===== src/rtl/dtf_pkg.sv =====
`timescale 1ns / 1ps
// ---------------------------------------------------------------------------
// dtf_pkg
// constants and controller/datapath interface types of the formatter
// ---------------------------------------------------------------------------
package dtf_pkg;

   localparam logic [63:0] LOW_LIMIT     = 64'h3C9CD2B297D889BC;
   localparam logic [63:0] HIGH_LIMIT    = 64'h43F0000000000000;
   localparam logic [34:0] POW5_15       = 35'd30517578125;
   localparam logic [10:0] EXP_UNIT      = 11'd1075;
   localparam logic [12:0] SHIFT_OFFSET  = 13'd1060;
   localparam logic [5:0]  MULT_STEPS    = 6'd34;
   localparam logic [5:0]  CONV_STEPS    = 6'd63;
   localparam logic [4:0]  ALIGN_CAP_EXP = 5'd14;
   localparam logic [3:0]  FRAC_TOP      = 4'd14;
   localparam logic [7:0]  CHAR_ZERO     = 8'h30;
   localparam logic [7:0]  CHAR_DOT      = 8'h2E;
   localparam logic [7:0]  CHAR_FLAG     = 8'h00;

   typedef struct packed {
      logic load;
      logic mult_step;
      logic norm_step;
      logic shift_load;
      logic conv_step;
      logic round;
      logic inc;
      logic find;
      logic emit;
   } dtf_cmd_type;

   typedef struct packed {
      logic in_flag;
      logic cnt_zero;
      logic norm_done;
      logic cur_last;
      logic out_busy;
   } dtf_stat_type;

endpackage


===== src/rtl/dtf_controller.sv =====
`timescale 1ns / 1ps
// ---------------------------------------------------------------------------
// dtf_controller
// sequencer that steps the formatter datapath through one value
// ---------------------------------------------------------------------------
module dtf_controller (
   input  logic                 clock,
   input  logic                 reset,
   input  logic                 req_valid,
   input  logic                 rsp_ready,
   input  dtf_pkg::dtf_stat_type stat,
   output logic                 req_ready,
   output dtf_pkg::dtf_cmd_type cmd
);
   import dtf_pkg::*;

   typedef enum logic [3:0] {
      ST_IDLE, ST_MULT, ST_NORM, ST_SHIFT, ST_CONV,
      ST_ROUND, ST_INC, ST_FIND, ST_EMIT
   } state_type;

   state_type state_ff, state_in;

   always_comb begin
      cmd       = '0;
      state_in  = state_ff;
      // no transfer while reset is held
      req_ready = (state_ff == ST_IDLE) && !reset;
      case (state_ff)
         ST_IDLE: begin
            if (req_valid && req_ready) begin
               cmd.load = 1'b1;
               state_in = stat.in_flag ? ST_EMIT : ST_MULT;
            end
         end
         ST_MULT: begin
            cmd.mult_step = 1'b1;
            if (stat.cnt_zero) state_in = ST_NORM;
         end
         ST_NORM: begin
            if (stat.norm_done) state_in = ST_SHIFT;
            else cmd.norm_step = 1'b1;
         end
         ST_SHIFT: begin
            cmd.shift_load = 1'b1;
            state_in = ST_CONV;
         end
         ST_CONV: begin
            cmd.conv_step = 1'b1;
            if (stat.cnt_zero) state_in = ST_ROUND;
         end
         ST_ROUND: begin
            cmd.round = 1'b1;
            state_in = ST_INC;
         end
         ST_INC: begin
            cmd.inc = 1'b1;
            state_in = ST_FIND;
         end
         ST_FIND: begin
            cmd.find = 1'b1;
            state_in = ST_EMIT;
         end
         ST_EMIT: begin
            if (!stat.out_busy || rsp_ready) begin
               cmd.emit = 1'b1;
               if (stat.cur_last) state_in = ST_IDLE;
            end
         end
         default: state_in = ST_IDLE;
      endcase
   end

   always_ff @(posedge clock) begin
      if (reset) begin
         state_ff <= ST_IDLE;
      end else begin
         state_ff <= state_in;
      end
   end

endmodule


===== src/rtl/dtf_datapath.sv =====
`timescale 1ns / 1ps
// ---------------------------------------------------------------------------
// dtf_datapath
// multiply, normalize, bcd conversion, decimal rounding and byte output
// ---------------------------------------------------------------------------
module dtf_datapath (
   input  logic                 clock,
   input  logic                 reset,
   input  dtf_pkg::dtf_cmd_type cmd,
   output dtf_pkg::dtf_stat_type stat,
   input  logic [63:0]          req_value_bits,
   input  logic                 rsp_ready,
   output logic                 rsp_valid,
   output logic [7:0]           rsp_char_code,
   output logic                 rsp_is_last,
   output logic                 rsp_needs_fallback
);
   import dtf_pkg::*;

   typedef enum logic [2:0] {PH_WHOLE, PH_DOT, PH_FRAC, PH_ZERO, PH_FLAG} phase_type;

   logic [10:0]       exp_ff, exp_in;
   logic [63:0]       whole_ff, whole_in;
   logic [52:0]       f_ff, f_in;
   logic [87:0]       acc_ff, acc_in;
   logic [34:0]       csh_ff, csh_in;
   logic [5:0]        cnt_ff, cnt_in;
   logic              rnd_ff, rnd_in, stk_ff, stk_in;
   logic [5:0]        r_ff, r_in;
   logic [63:0]       fsh_ff, fsh_in;
   logic [19:0][3:0]  bw_ff, bw_in;
   logic [15:0][3:0]  bf_ff, bf_in;
   phase_type         ph_ff, ph_in;
   logic [4:0]        idx_ff, idx_in;
   logic [3:0]        low_ff, low_in;
   logic              fz_ff, fz_in;
   logic              rv_ff, rv_in;
   logic [7:0]        rc_ff, rc_in;
   logic              rl_ff, rl_in, rf_ff, rf_in;

   // input decode
   logic [10:0] in_exp, lsh, rsh;
   logic [52:0] in_mant, in_fpart;
   logic [63:0] in_whole;
   logic        in_flag;

   always_comb begin
      in_exp  = req_value_bits[62:52];
      in_mant = {1'b1, req_value_bits[51:0]};
      in_flag = (req_value_bits < LOW_LIMIT) || (req_value_bits >= HIGH_LIMIT);
      lsh     = in_exp - EXP_UNIT;
      rsh     = EXP_UNIT - in_exp;
      if (in_exp >= EXP_UNIT) begin
         in_whole = {11'd0, in_mant} << lsh[5:0];
         in_fpart = '0;
      end else if (rsh >= 11'd64) begin
         in_whole = '0;
         in_fpart = in_mant;
      end else begin
         in_whole = {11'd0, in_mant} >> rsh[5:0];
         in_fpart = in_mant & ~({53{1'b1}} << rsh[5:0]);
      end
   end

   // round to 53 bits, then scale by the binary exponent
   logic [53:0] q;
   logic [63:0] q64, frac_val;
   logic [12:0] t_val, t_neg;

   always_comb begin
      q     = {1'b0, acc_ff[52:0]} + {53'd0, rnd_ff & (stk_ff | acc_ff[0])};
      q64   = {10'd0, q};
      t_val = {7'd0, r_ff} + {2'd0, exp_ff} - SHIFT_OFFSET;
      t_neg = 13'd0 - t_val;
      if (!t_val[12]) frac_val = (t_val >= 13'd64) ? '0 : (q64 << t_val[5:0]);
      else            frac_val = (t_neg >= 13'd64) ? '0 : (q64 >> t_neg[5:0]);
   end

   // double dabble adjust
   logic [19:0][3:0] wa;
   logic [15:0][3:0] fa;

   always_comb begin
      for (int j = 0; j < 20; j++)
         wa[j] = (bw_ff[j] >= 4'd5) ? bw_ff[j] + 4'd3 : bw_ff[j];
      for (int j = 0; j < 16; j++)
         fa[j] = (bf_ff[j] >= 4'd5) ? bf_ff[j] + 4'd3 : bf_ff[j];
   end

   // half-up rounding at the alignment digit
   logic [4:0]       wdig, kk;
   logic [3:0]       k4, rdig;
   logic             up, alln;
   logic [15:0]      f_nine;
   logic [15:0][3:0] f_rnd;

   always_comb begin
      wdig = '0;
      for (int j = 0; j < 20; j++)
         if (bw_ff[j] != 4'd0) wdig = 5'(j + 1);
      kk   = wdig + 5'd1;
      if (kk > ALIGN_CAP_EXP) kk = ALIGN_CAP_EXP;
      k4   = kk[3:0];
      rdig = bf_ff[k4 - 4'd1];
      up   = (rdig >= 4'd5);
      for (int j = 0; j < 16; j++) f_nine[j] = (bf_ff[j] == 4'd9);
      for (int j = 0; j < 16; j++) begin
         alln = 1'b1;
         for (int i = 0; i < 16; i++)
            if (i >= int'(k4) && i < j && !f_nine[i]) alln = 1'b0;
         if (j < int'(k4)) f_rnd[j] = 4'd0;
         else if (up && alln) f_rnd[j] = f_nine[j] ? 4'd0 : bf_ff[j] + 4'd1;
         else f_rnd[j] = bf_ff[j];
      end
   end

   // carry into the integer digits
   logic             cry, wall;
   logic [19:0][3:0] w_inc;

   always_comb begin
      cry = (bf_ff[15] != 4'd0);
      for (int j = 0; j < 20; j++) begin
         wall = 1'b1;
         for (int i = 0; i < 20; i++)
            if (i < j && bw_ff[i] != 4'd9) wall = 1'b0;
         if (wall) w_inc[j] = (bw_ff[j] == 4'd9) ? 4'd0 : bw_ff[j] + 4'd1;
         else      w_inc[j] = bw_ff[j];
      end
   end

   // text bounds
   logic [4:0] top;
   logic [3:0] zlow;
   logic       fzero;

   always_comb begin
      top   = '0;
      zlow  = '0;
      fzero = 1'b1;
      for (int j = 0; j < 20; j++)
         if (bw_ff[j] != 4'd0) top = 5'(j);
      for (int j = 14; j >= 0; j--)
         if (bf_ff[j] != 4'd0) begin
            zlow  = 4'(j);
            fzero = 1'b0;
         end
   end

   // current byte
   logic [7:0] cur_char;
   logic       cur_last;

   always_comb begin
      cur_last = 1'b0;
      case (ph_ff)
         PH_WHOLE: cur_char = CHAR_ZERO | {4'd0, bw_ff[idx_ff]};
         PH_DOT:   cur_char = CHAR_DOT;
         PH_FRAC: begin
            cur_char = CHAR_ZERO | {4'd0, bf_ff[idx_ff[3:0]]};
            cur_last = (idx_ff[3:0] == low_ff);
         end
         PH_ZERO: begin
            cur_char = CHAR_ZERO;
            cur_last = 1'b1;
         end
         PH_FLAG: begin
            cur_char = CHAR_FLAG;
            cur_last = 1'b1;
         end
         default: cur_char = CHAR_FLAG;
      endcase
   end

   always_comb begin
      exp_in = exp_ff;  whole_in = whole_ff;  f_in = f_ff;
      acc_in = acc_ff;  csh_in = csh_ff;      cnt_in = cnt_ff;
      rnd_in = rnd_ff;  stk_in = stk_ff;      r_in = r_ff;
      fsh_in = fsh_ff;  bw_in = bw_ff;        bf_in = bf_ff;
      ph_in = ph_ff;    idx_in = idx_ff;      low_in = low_ff;  fz_in = fz_ff;
      rv_in = rv_ff;    rc_in = rc_ff;        rl_in = rl_ff;    rf_in = rf_ff;

      if (cmd.load) begin
         exp_in   = in_exp;
         whole_in = in_whole;
         f_in     = in_fpart;
         acc_in   = '0;
         csh_in   = POW5_15;
         cnt_in   = MULT_STEPS;
         rnd_in   = 1'b0;
         stk_in   = 1'b0;
         r_in     = '0;
         ph_in    = in_flag ? PH_FLAG : PH_WHOLE;
      end
      if (cmd.mult_step) begin
         acc_in = (acc_ff << 1) + (csh_ff[34] ? {35'd0, f_ff} : 88'd0);
         csh_in = csh_ff << 1;
         cnt_in = cnt_ff - 6'd1;
      end
      if (cmd.norm_step) begin
         acc_in = acc_ff >> 1;
         rnd_in = acc_ff[0];
         stk_in = stk_ff | rnd_ff;
         r_in   = r_ff + 6'd1;
      end
      if (cmd.shift_load) begin
         fsh_in = frac_val;
         bw_in  = '0;
         bf_in  = '0;
         cnt_in = CONV_STEPS;
      end
      if (cmd.conv_step) begin
         {bw_in, whole_in} = {wa, whole_ff} << 1;
         {bf_in, fsh_in}   = {fa, fsh_ff} << 1;
         cnt_in = cnt_ff - 6'd1;
      end
      if (cmd.round) bf_in = f_rnd;
      if (cmd.inc && cry) begin
         bf_in = '0;
         bw_in = w_inc;
      end
      if (cmd.find) begin
         ph_in  = PH_WHOLE;
         idx_in = top;
         low_in = zlow;
         fz_in  = fzero;
      end
      if (cmd.emit) begin
         rv_in = 1'b1;
         rc_in = cur_char;
         rl_in = cur_last;
         rf_in = (ph_ff == PH_FLAG);
         case (ph_ff)
            PH_WHOLE: begin
               if (idx_ff == 5'd0) ph_in = PH_DOT;
               else idx_in = idx_ff - 5'd1;
            end
            PH_DOT: begin
               ph_in  = fz_ff ? PH_ZERO : PH_FRAC;
               idx_in = {1'b0, FRAC_TOP};
            end
            PH_FRAC: idx_in = idx_ff - 5'd1;
            default: ph_in = ph_ff;
         endcase
      end else if (rsp_ready) begin
         rv_in = 1'b0;
      end
   end

   always_ff @(posedge clock) begin
      if (reset) begin
         rv_ff <= 1'b0;
      end else begin
         rv_ff <= rv_in;
      end
      exp_ff <= exp_in;  whole_ff <= whole_in;  f_ff <= f_in;
      acc_ff <= acc_in;  csh_ff <= csh_in;      cnt_ff <= cnt_in;
      rnd_ff <= rnd_in;  stk_ff <= stk_in;      r_ff <= r_in;
      fsh_ff <= fsh_in;  bw_ff <= bw_in;        bf_ff <= bf_in;
      ph_ff <= ph_in;    idx_ff <= idx_in;      low_ff <= low_in;  fz_ff <= fz_in;
      rc_ff <= rc_in;    rl_ff <= rl_in;        rf_ff <= rf_in;
   end

   assign stat.in_flag   = in_flag;
   assign stat.cnt_zero  = (cnt_ff == 6'd0);
   assign stat.norm_done = (acc_ff[87:53] == '0);
   assign stat.cur_last  = cur_last;
   assign stat.out_busy  = rv_ff;

   assign rsp_valid          = rv_ff;
   assign rsp_char_code      = rc_ff;
   assign rsp_is_last        = rl_ff;
   assign rsp_needs_fallback = rf_ff;

endmodule


===== src/rtl/double_to_fixed_decimal_text_top.sv =====
`timescale 1ns / 1ps
// sequence: a value passes from its transfer through multiply, normalize, scale load,
//   double dabble, round, carry and bound steps before its first byte is emitted
// flagged values go straight from the transfer to emit, which registers their single byte
// throughput: one value in flight; the next is taken once its last byte is registered,
//   and each value's bytes are emitted one per cycle while the receiver takes them
// reset: synchronous, clears the sequencer and the output valid, no clearing pass
// ---------------------------------------------------------------------------
// double_to_fixed_decimal_text_top
// ieee double to fixed-notation decimal text, one ascii byte per transfer
// ---------------------------------------------------------------------------
module double_to_fixed_decimal_text_top (
   input  logic        clock,
   input  logic        reset,
   // value input
   input  logic        req_valid,
   output logic        req_ready,
   input  logic [63:0] req_value_bits,
   // text output
   output logic        rsp_valid,
   input  logic        rsp_ready,
   output logic [7:0]  rsp_char_code,
   output logic        rsp_is_last,
   output logic        rsp_needs_fallback
);
   import dtf_pkg::*;

   // command and status between sequencer and datapath
   dtf_cmd_type  cmd;
   dtf_stat_type stat;

   // sequencer: idle, multiply, normalize, scale, convert, round, carry, bound, emit
   dtf_controller u_ctrl (
      .clock     (clock),
      .reset     (reset),
      .req_valid (req_valid),
      .rsp_ready (rsp_ready),
      .stat      (stat),
      .req_ready (req_ready),
      .cmd       (cmd)
   );

   // datapath: holds the value, its bcd digits and the output register
   dtf_datapath u_dp (
      .clock              (clock),
      .reset              (reset),
      .cmd                (cmd),
      .stat               (stat),
      .req_value_bits     (req_value_bits),
      .rsp_ready          (rsp_ready),
      .rsp_valid          (rsp_valid),
      .rsp_char_code      (rsp_char_code),
      .rsp_is_last        (rsp_is_last),
      .rsp_needs_fallback (rsp_needs_fallback)
   );

endmodule


===== config.mk =====
export PLATFORM = sky130hd
export DESIGN_NAME = double_to_fixed_decimal_text_top
export DESIGN_NICKNAME = d
export VERILOG_FILES = /design/src/rtl/dtf_pkg.sv /design/src/rtl/dtf_controller.sv /design/src/rtl/dtf_datapath.sv /design/src/rtl/double_to_fixed_decimal_text_top.sv
export SDC_FILE = /design/constraint.sdc
export NUM_CORES = 2
export LEC_CHECK = 0
export ABC_AREA = 1
export BUFFER_PORTS_ARGS = -buffer_cell sky130_fd_sc_hd__buf_2
export CAP_MARGIN = 10
export CORE_UTILIZATION = 60
export CTS_CLUSTER_DIAMETER = 150
export DETAILED_ROUTE_END_ITERATION = 10
export PLACE_DENSITY_LB_ADDON = 0.05
export RECOVER_POWER = 25
export SETUP_SLACK_MARGIN = 0.02
export SYNTH_ARGS = -nofsm -noshare
export SYNTH_HDL_FRONTEND = slang
export SYNTH_SLANG_ARGS = --single-unit

===== constraint.sdc =====
create_clock -name clock -period 15.8 [get_ports clock]
set_input_delay 2.37 -clock clock [delete_from_list [all_inputs] [get_ports clock]]
set_output_delay 2.37 -clock clock [all_outputs]
set_load 0.01 [all_outputs]

[Yosys cells after proc, flatten, opt, wreduce, memory -nomap -nowiden]
Cells that the tools add are included.
Storage, ports and cells
  word-level logic and storage cells: 769
  memories: 0
  RAM bits: 0
  memory bits (read-only): 0
  bits in latches: 0
  output and inout port bits: 12
  register bits after elaboration: 501
  input bits: 68
Operators by class
  muxes and demuxes: 283
  multipliers: 0
  bitwise logic cells: 5
  add/sub/neg operators: 84
  magnitude comparators: 77
  shift operators: 5
  reductions and logical operators: 143
  div/mod/pow operators: 0
  equality and inequality tests: 110
Operator list (count)
  2-to-1 mux 64 bit: 12
  2-to-1 mux 4 bit: 146
  2-to-1 mux 80 bit: 3
  2-to-1 mux 88 bit: 2
  equality test 4 bit (second input constant): 37
  >= comparator 4 x 3 -> 1 bit (second input constant): 37
  nonzero test 4 bit: 37
  adder 4 x 1 -> 4 bit (second input constant): 36
  adder 4 x 2 -> 4 bit (second input constant): 34
  2-to-1 mux 5 bit: 26
  2-to-1 mux 53 bit: 2
  adder 88 bit: 1
  2-to-1 mux 87 bit: 1
  inequality test 4 bit (second input constant): 19
  2-to-1 mux 35 bit: 2
  AND reduction 2 bit: 35
  >= comparator 64 x 63 -> 1 bit (second input constant): 1
  less-than comparator 64 x 62 -> 1 bit (second input constant): 1
  << shifter 53 x 6 -> 64 bit: 1
  << shifter 54 x 6 -> 64 bit: 1
  >> shifter 53 x 6 -> 64 bit: 1
  >> shifter 54 x 6 -> 64 bit: 1
  2-to-1 mux 1 bit: 56
  adder 53 x 1 -> 54 bit: 1
  other kinds (66): 214

[Longest topological paths before layout]
  depth after elaboration: 44
  mapped depth: 49
  depth with buffers taken out: 49

[By module]
From an unflattened synthesis, not the netlist that was laid out.
Unflattened totals
  cell total of the unflattened synthesis: 7581
  area, all modules: 49085.8 sq um
Modules (own cells, without submodules)
  dtf_datapath: seq. area each 14123.5 sq um, instances 1, cells an instance 7512, area an instance 48691.7 sq um
  dtf_controller: seq. area each 80.1 sq um, instances 1, cells an instance 69, area an instance 394.1 sq um

[Least setup slack after synthesis]
Ideal clock, no wire load.
  kind: input -> register
  start: input port reset
  end: register u_dp.acc_ff[0] (enable)
  library setup time: 1.068 ns
  data arrival time: 4.846 ns
  required time: 14.732 ns
  path buffers: 1
  stages on the path: 4
  slack: 9.886 ns
  cell sequence: nor2_1 > nand2_1 > clkbuf_1 > nand3_1
Between the ends
  word-level cells in the longest chain between the ends: 6
Ends and longest elaborated chain
  start, declared: RTL line double_to_fixed_decimal_text_top.sv:14  | input logic reset,
  zero test 1 bit: RTL line dtf_controller.sv:28  | req_ready = (state_ff == ST_IDLE) && !reset;
  logical AND 1 bit: RTL line dtf_controller.sv:28
  logical AND 1 bit: RTL line dtf_controller.sv:31  | if (req_valid && req_ready) begin
  2-to-1 mux 1 bit: RTL line dtf_controller.sv:31
  2-to-1 mux 1 bit: RTL line dtf_controller.sv:29  | case (state_ff)
  nonzero test 3 bit (no line)
  end signal, assigned: RTL line dtf_datapath.sv:257  | acc_ff <= acc_in; csh_ff <= csh_in; cnt_ff <= cnt_in;
  end, declared: RTL line dtf_datapath.sv:25  | logic [87:0] acc_ff, acc_in;
Every way passes these cells.
A chain may end at the register's enable or synchronous reset.

[Final worst setup path]
  start: register u_ctrl.state_ff[3]
  end: register u_dp.fsh_ff[30] (data pin)
Between the ends
  word-level cells in the longest chain between the ends: 3
Ends and longest elaborated chain
  start, declared: RTL line dtf_controller.sv:22  | state_type state_ff, state_in;
  start signal, assigned: RTL line dtf_controller.sv:78  | state_ff <= state_in;
  equality test 4 x 3 -> 1 bit: RTL line dtf_controller.sv:29
  2-to-1 mux 1 bit: RTL line dtf_controller.sv:29
  2-to-1 mux 64 bit: RTL line dtf_datapath.sv:212  | if (cmd.conv_step) begin
  named net u_dp.fsh_in[30]: RTL line dtf_datapath.sv:30  | logic [63:0] fsh_ff, fsh_in;
  end signal, assigned: RTL line dtf_datapath.sv:259  | fsh_ff <= fsh_in; bw_ff <= bw_in; bf_ff <= bf_in;
  end, declared: RTL line dtf_datapath.sv:30
The timed path passes the listed nets, and every way through them passes these cells.

==> summary.txt <==
FP Rows: 104
DRT antenna net count: 0
Final Non-Filler Cells: 8445
Arrival time at the worst endpoint: 9.06 ns
Total setup buffers inserted after CTS: 0
Slew Viols, Final: 620
Clock sinks: 499
Sw power: 4.40 mW
Max incr delay on CP: 2.97 ns
Total power: 8.33 mW
Worst slew margin: -1.77
Clock Skew: 0.0434 ns
Uppermost layer routed: met5
CP Cell Sequence: inv_1 -> nand2_1 -> nor2_1 -> clkbuf_1 -> clkbuf_1 -> a22oi_1 -> o31ai_1
Max_cap viols: 10
WP depth: 7
Final setup viols: 0
Slowest CP cell: clkbuf_1
Post-DP HPWL: 140 mm
Via/cell ratio: 6.39
Area leader, netlist: edfxtp_1
Synth top area cells: edfxtp_1 26%, nand2_1 13%, o21ai_0 9.4%
Worst R2R End: u_dp.fsh_ff[30]$_DFFE_PP_
Worst Hold Class: reg2reg
Share of cells above drive strength 1: 0.0562
Nets@finish: 7626
Seq/Total Area, Yosys: 0.290
Antenna violations before repair: 5
CP max FO: 93
Final Hold Vio Count: 0
Critical Path End Type: flop
Hold buffers post-CTS: 0
R2R cell count: 7
Final WL: 187 mm
DR WL met3: 22.9 mm
Status: finished, violations left
Crit path to: u_dp.fsh_ff[30]$_DFFE_PP_
Clock latency at the later pin of the worst-skew pair: 0.67 ns
Leakage: 22.4 nW
Synth warn: 0
GRT overflow: 0
Detailed-router iteration count before antenna repair: 8
Share of flip-flops with an asynchronous set or reset: 0
Worst Path Required: 16.28 ns
Cell area after synthesis: 0.0490 sq mm
Post-CTS Resized: 0
Switch share: 0.528
VDD IR max: 0.000130 V
Worst R2R Setup Slack: 7.22 ns
Area growth from synthesis to layout: 5.98%
Dominant delay contributor by cell family on the critical path: buffers and inverters
Synth top cells by count: 1721 x nand2_1, 919 x o21ai_0, 821 x inv_1, 744 x nor2_1, 536 x a21oi_1
First-pass GRT wire length: 285 mm
Reg power frac: 0.246
Netlist cell types: 78
H-tree depth: 2
Die ar.: 0.0829 sq mm
CP startpoint: u_ctrl.state_ff[3]$_SDFFE_PP0P_
DRC: 0
Min Tclk post-route: 8.58 ns
Clock network power share: 0.183
Critical path type: reg2reg
Syn_area_per_cell: 6.54 sq um
Initial core utilization: 0.608
Combinational Power Share: 0.571
WL met2: 79.1 mm
Vias in the first global route: 49100
Core footprint: 0.0807 sq mm
Dpl cells: 8334
Internal: 3.93 mW
Vias after detailed routing: 53900
Met1 Wirelength: 72.7 mm
TritonCTS Buffers: 58
Crit share post-route: 0.543
Post-synth EDFFs: 421
Setup TNS: 0 ns
Die extent in y: 288 um
RSZ-0062 raised after global routing: false
Reg-to-reg startpoint: u_ctrl.state_ff[3]$_SDFFE_PP0P_
DR WL/cell: 22.1 um
CTS tree: built
Most common cell on crit path: clkbuf_1
I/O Buffers: 77
Most common flop cell mapped by yosys: edfxtp_1
Most frequent cell after synthesis: nand2_1
Gpl congestion: 1.05
Buf/Inv on CP: 3
Largest net degree at the start of global routing: 94
GRT Util Overall: 0.440
CTS root buf: clkbuf_16
Violated checks: capacitance limit, slew limit
# IOs: 80
CP Launch Type: flop
Die Wd: 288 um
Yosys top cell area share: 0.258
Worst Hold Depth: 2
Flops & latches, synth: 499
CTS clk-pin slew, worst paths: 0.06 ns
Max Root-Sink Buffers: 3
Timing-limited maximum frequency: 116 MHz
Worst-margin pin slew: 4.16 ns
Power per cell area: 160 mW/mm^2
Cells after Synth: 7497
Util after Layout: 0.644
Drt initial violations: 8255
layer usage:
metal / global-route usage / vias up
li1: - / 25200
met1: 0.591 / 24600
met2: 0.661 / 3563
met3: 0.0919 / 612
met4: 0.240 / 4
met5: 0 / -
worst min-delay path by stage:
stage | start | end | slack [ns]
after floorplan | u_dp.fsh_ff[0]$_SDFFE_PP0P_ | u_dp.fsh_ff[0]$_SDFFE_PP0P_ | 0.43
after global placement | u_dp.fsh_ff[0]$_SDFFE_PP0P_ | u_dp.fsh_ff[0]$_SDFFE_PP0P_ | 0.44
after detailed placement | u_dp.fsh_ff[0]$_SDFFE_PP0P_ | u_dp.fsh_ff[0]$_SDFFE_PP0P_ | 0.45
after CTS | u_dp.fsh_ff[0]$_SDFFE_PP0P_ | u_dp.fsh_ff[0]$_SDFFE_PP0P_ | 0.46
after global routing | u_dp.fsh_ff[0]$_SDFFE_PP0P_ | u_dp.fsh_ff[0]$_SDFFE_PP0P_ | 0.50
final | u_dp.fsh_ff[0]$_SDFFE_PP0P_ | u_dp.fsh_ff[0]$_SDFFE_PP0P_ | 0.46
sequential cells by signal, summed over array words and instances (netlist names), 3 cells and up:
signal	flops
u_ctrl.state_ff	4
u_dp.acc_ff	88
u_dp.bf_ff	64
u_dp.bw_ff	80
u_dp.cnt_ff	6
u_dp.csh_ff	35
u_dp.exp_ff	11
u_dp.f_ff	53
u_dp.fsh_ff	64
u_dp.idx_ff	5
u_dp.low_ff	4
u_dp.ph_ff	3
u_dp.r_ff	6
u_dp.rsp_char_code	6
u_dp.whole_ff	64
cells by family (layout without fill, tap and decap cells):
logic type / count (synthesis) / count (layout) / share of synthesized area
fa+ha+maj: 224 / 224 / 0.0574
other cells: 1 / 4 / 0.0000765
simple gates: 3284 / 3284 / 0.283
compound gates: 2022 / 2022 / 0.232
mux: 29 / 29 / 0.00592
xor+xnor: 185 / 185 / 0.0335
flops: 499 / 499 / 0.290
buf+inv: 1253 / 1138 / 0.0977
worst reg2reg max path: cells and delay by family (launching register included):
family / cells / cell delay (ns)
flops: 1 / 0.31
buf+inv: 3 / 6.01
compound gates: 2 / 1.06
simple gates: 2 / 1.01
power groups by stage:
| stage | sequential (mW) | clock [mW] | combinational [mW] |
|---|---|---|---|
| 3_5_place_dp | 2.05 | 0 | 4.52 |
| 2_1_floorplan | 1.95 | 0 | 3.23 |
| 5_1_grt | 2.08 | 1.57 | 5.16 |
| 3_3_place_gp | 2.05 | 0 | 4.47 |
| 4_1_cts | 2.03 | 1.52 | 4.55 |
| 6_report | 2.05 | 1.53 | 4.76 |
metrics by stage:
step / instance area [sq um] / worst slack, ns / hold slack [ns]
5_1_grt: 52000 / 6.82 / 0.497
6_report: 52000 / 7.22 / 0.462
2_1_floorplan: 49100 / 9.89 / 0.426
4_1_cts: 52000 / 9.62 / 0.465
3_5_place_dp: 49900 / 9.44 / 0.454
3_3_place_gp: 49900 / 9.47 / 0.442
cell type report:
cell class / count / area [sq um]
clock buffers: 65 / 1500
repair buffers: 149 / 866
inverters: 880 / 3310
flip-flops and latches: 499 / 14200
diodes: 2 / 5.00
clock inverters: 44 / 613
fillers: 7505 / 28700
well taps: 1060 / 1330
multi-input cells: 5746 / 30200
cell usage in the layout (no fill, tap or decap), drive strengths merged, types with 5 or more instances in the layout:
| cell | instances |
|---|---|
| a211oi | 17 |
| buf | 127 |
| a221oi | 8 |
| a21boi | 6 |
| a32oi | 10 |
| a32o | 24 |
| xor2 | 136 |
| a21o | 10 |
| xnor2 | 49 |
| o32ai | 25 |
| nor3 | 146 |
| a22o | 13 |
| nor2 | 774 |
| o22ai | 94 |
| nand3 | 458 |
| nor4 | 36 |
| clkinvlp | 5 |
| o311ai | 7 |
| o221ai | 10 |
| o31ai | 34 |
| a31oi | 98 |
| or2 | 42 |
| mux2i | 29 |
| edfxtp | 421 |
| o21ai | 972 |
| clkinv | 36 |
| bufinv | 13 |
| a21oi | 542 |
| dfxtp | 78 |
| a22oi | 24 |
| o211ai | 84 |
| o21a | 8 |
| o21bai | 9 |
| o2111ai | 11 |
| nand2 | 1749 |
| clkbuf | 87 |
| ha | 222 |
| inv | 870 |
| nand4 | 62 |
| nand3b | 9 |
Note: power is estimated with default switching activity, not from simulation.
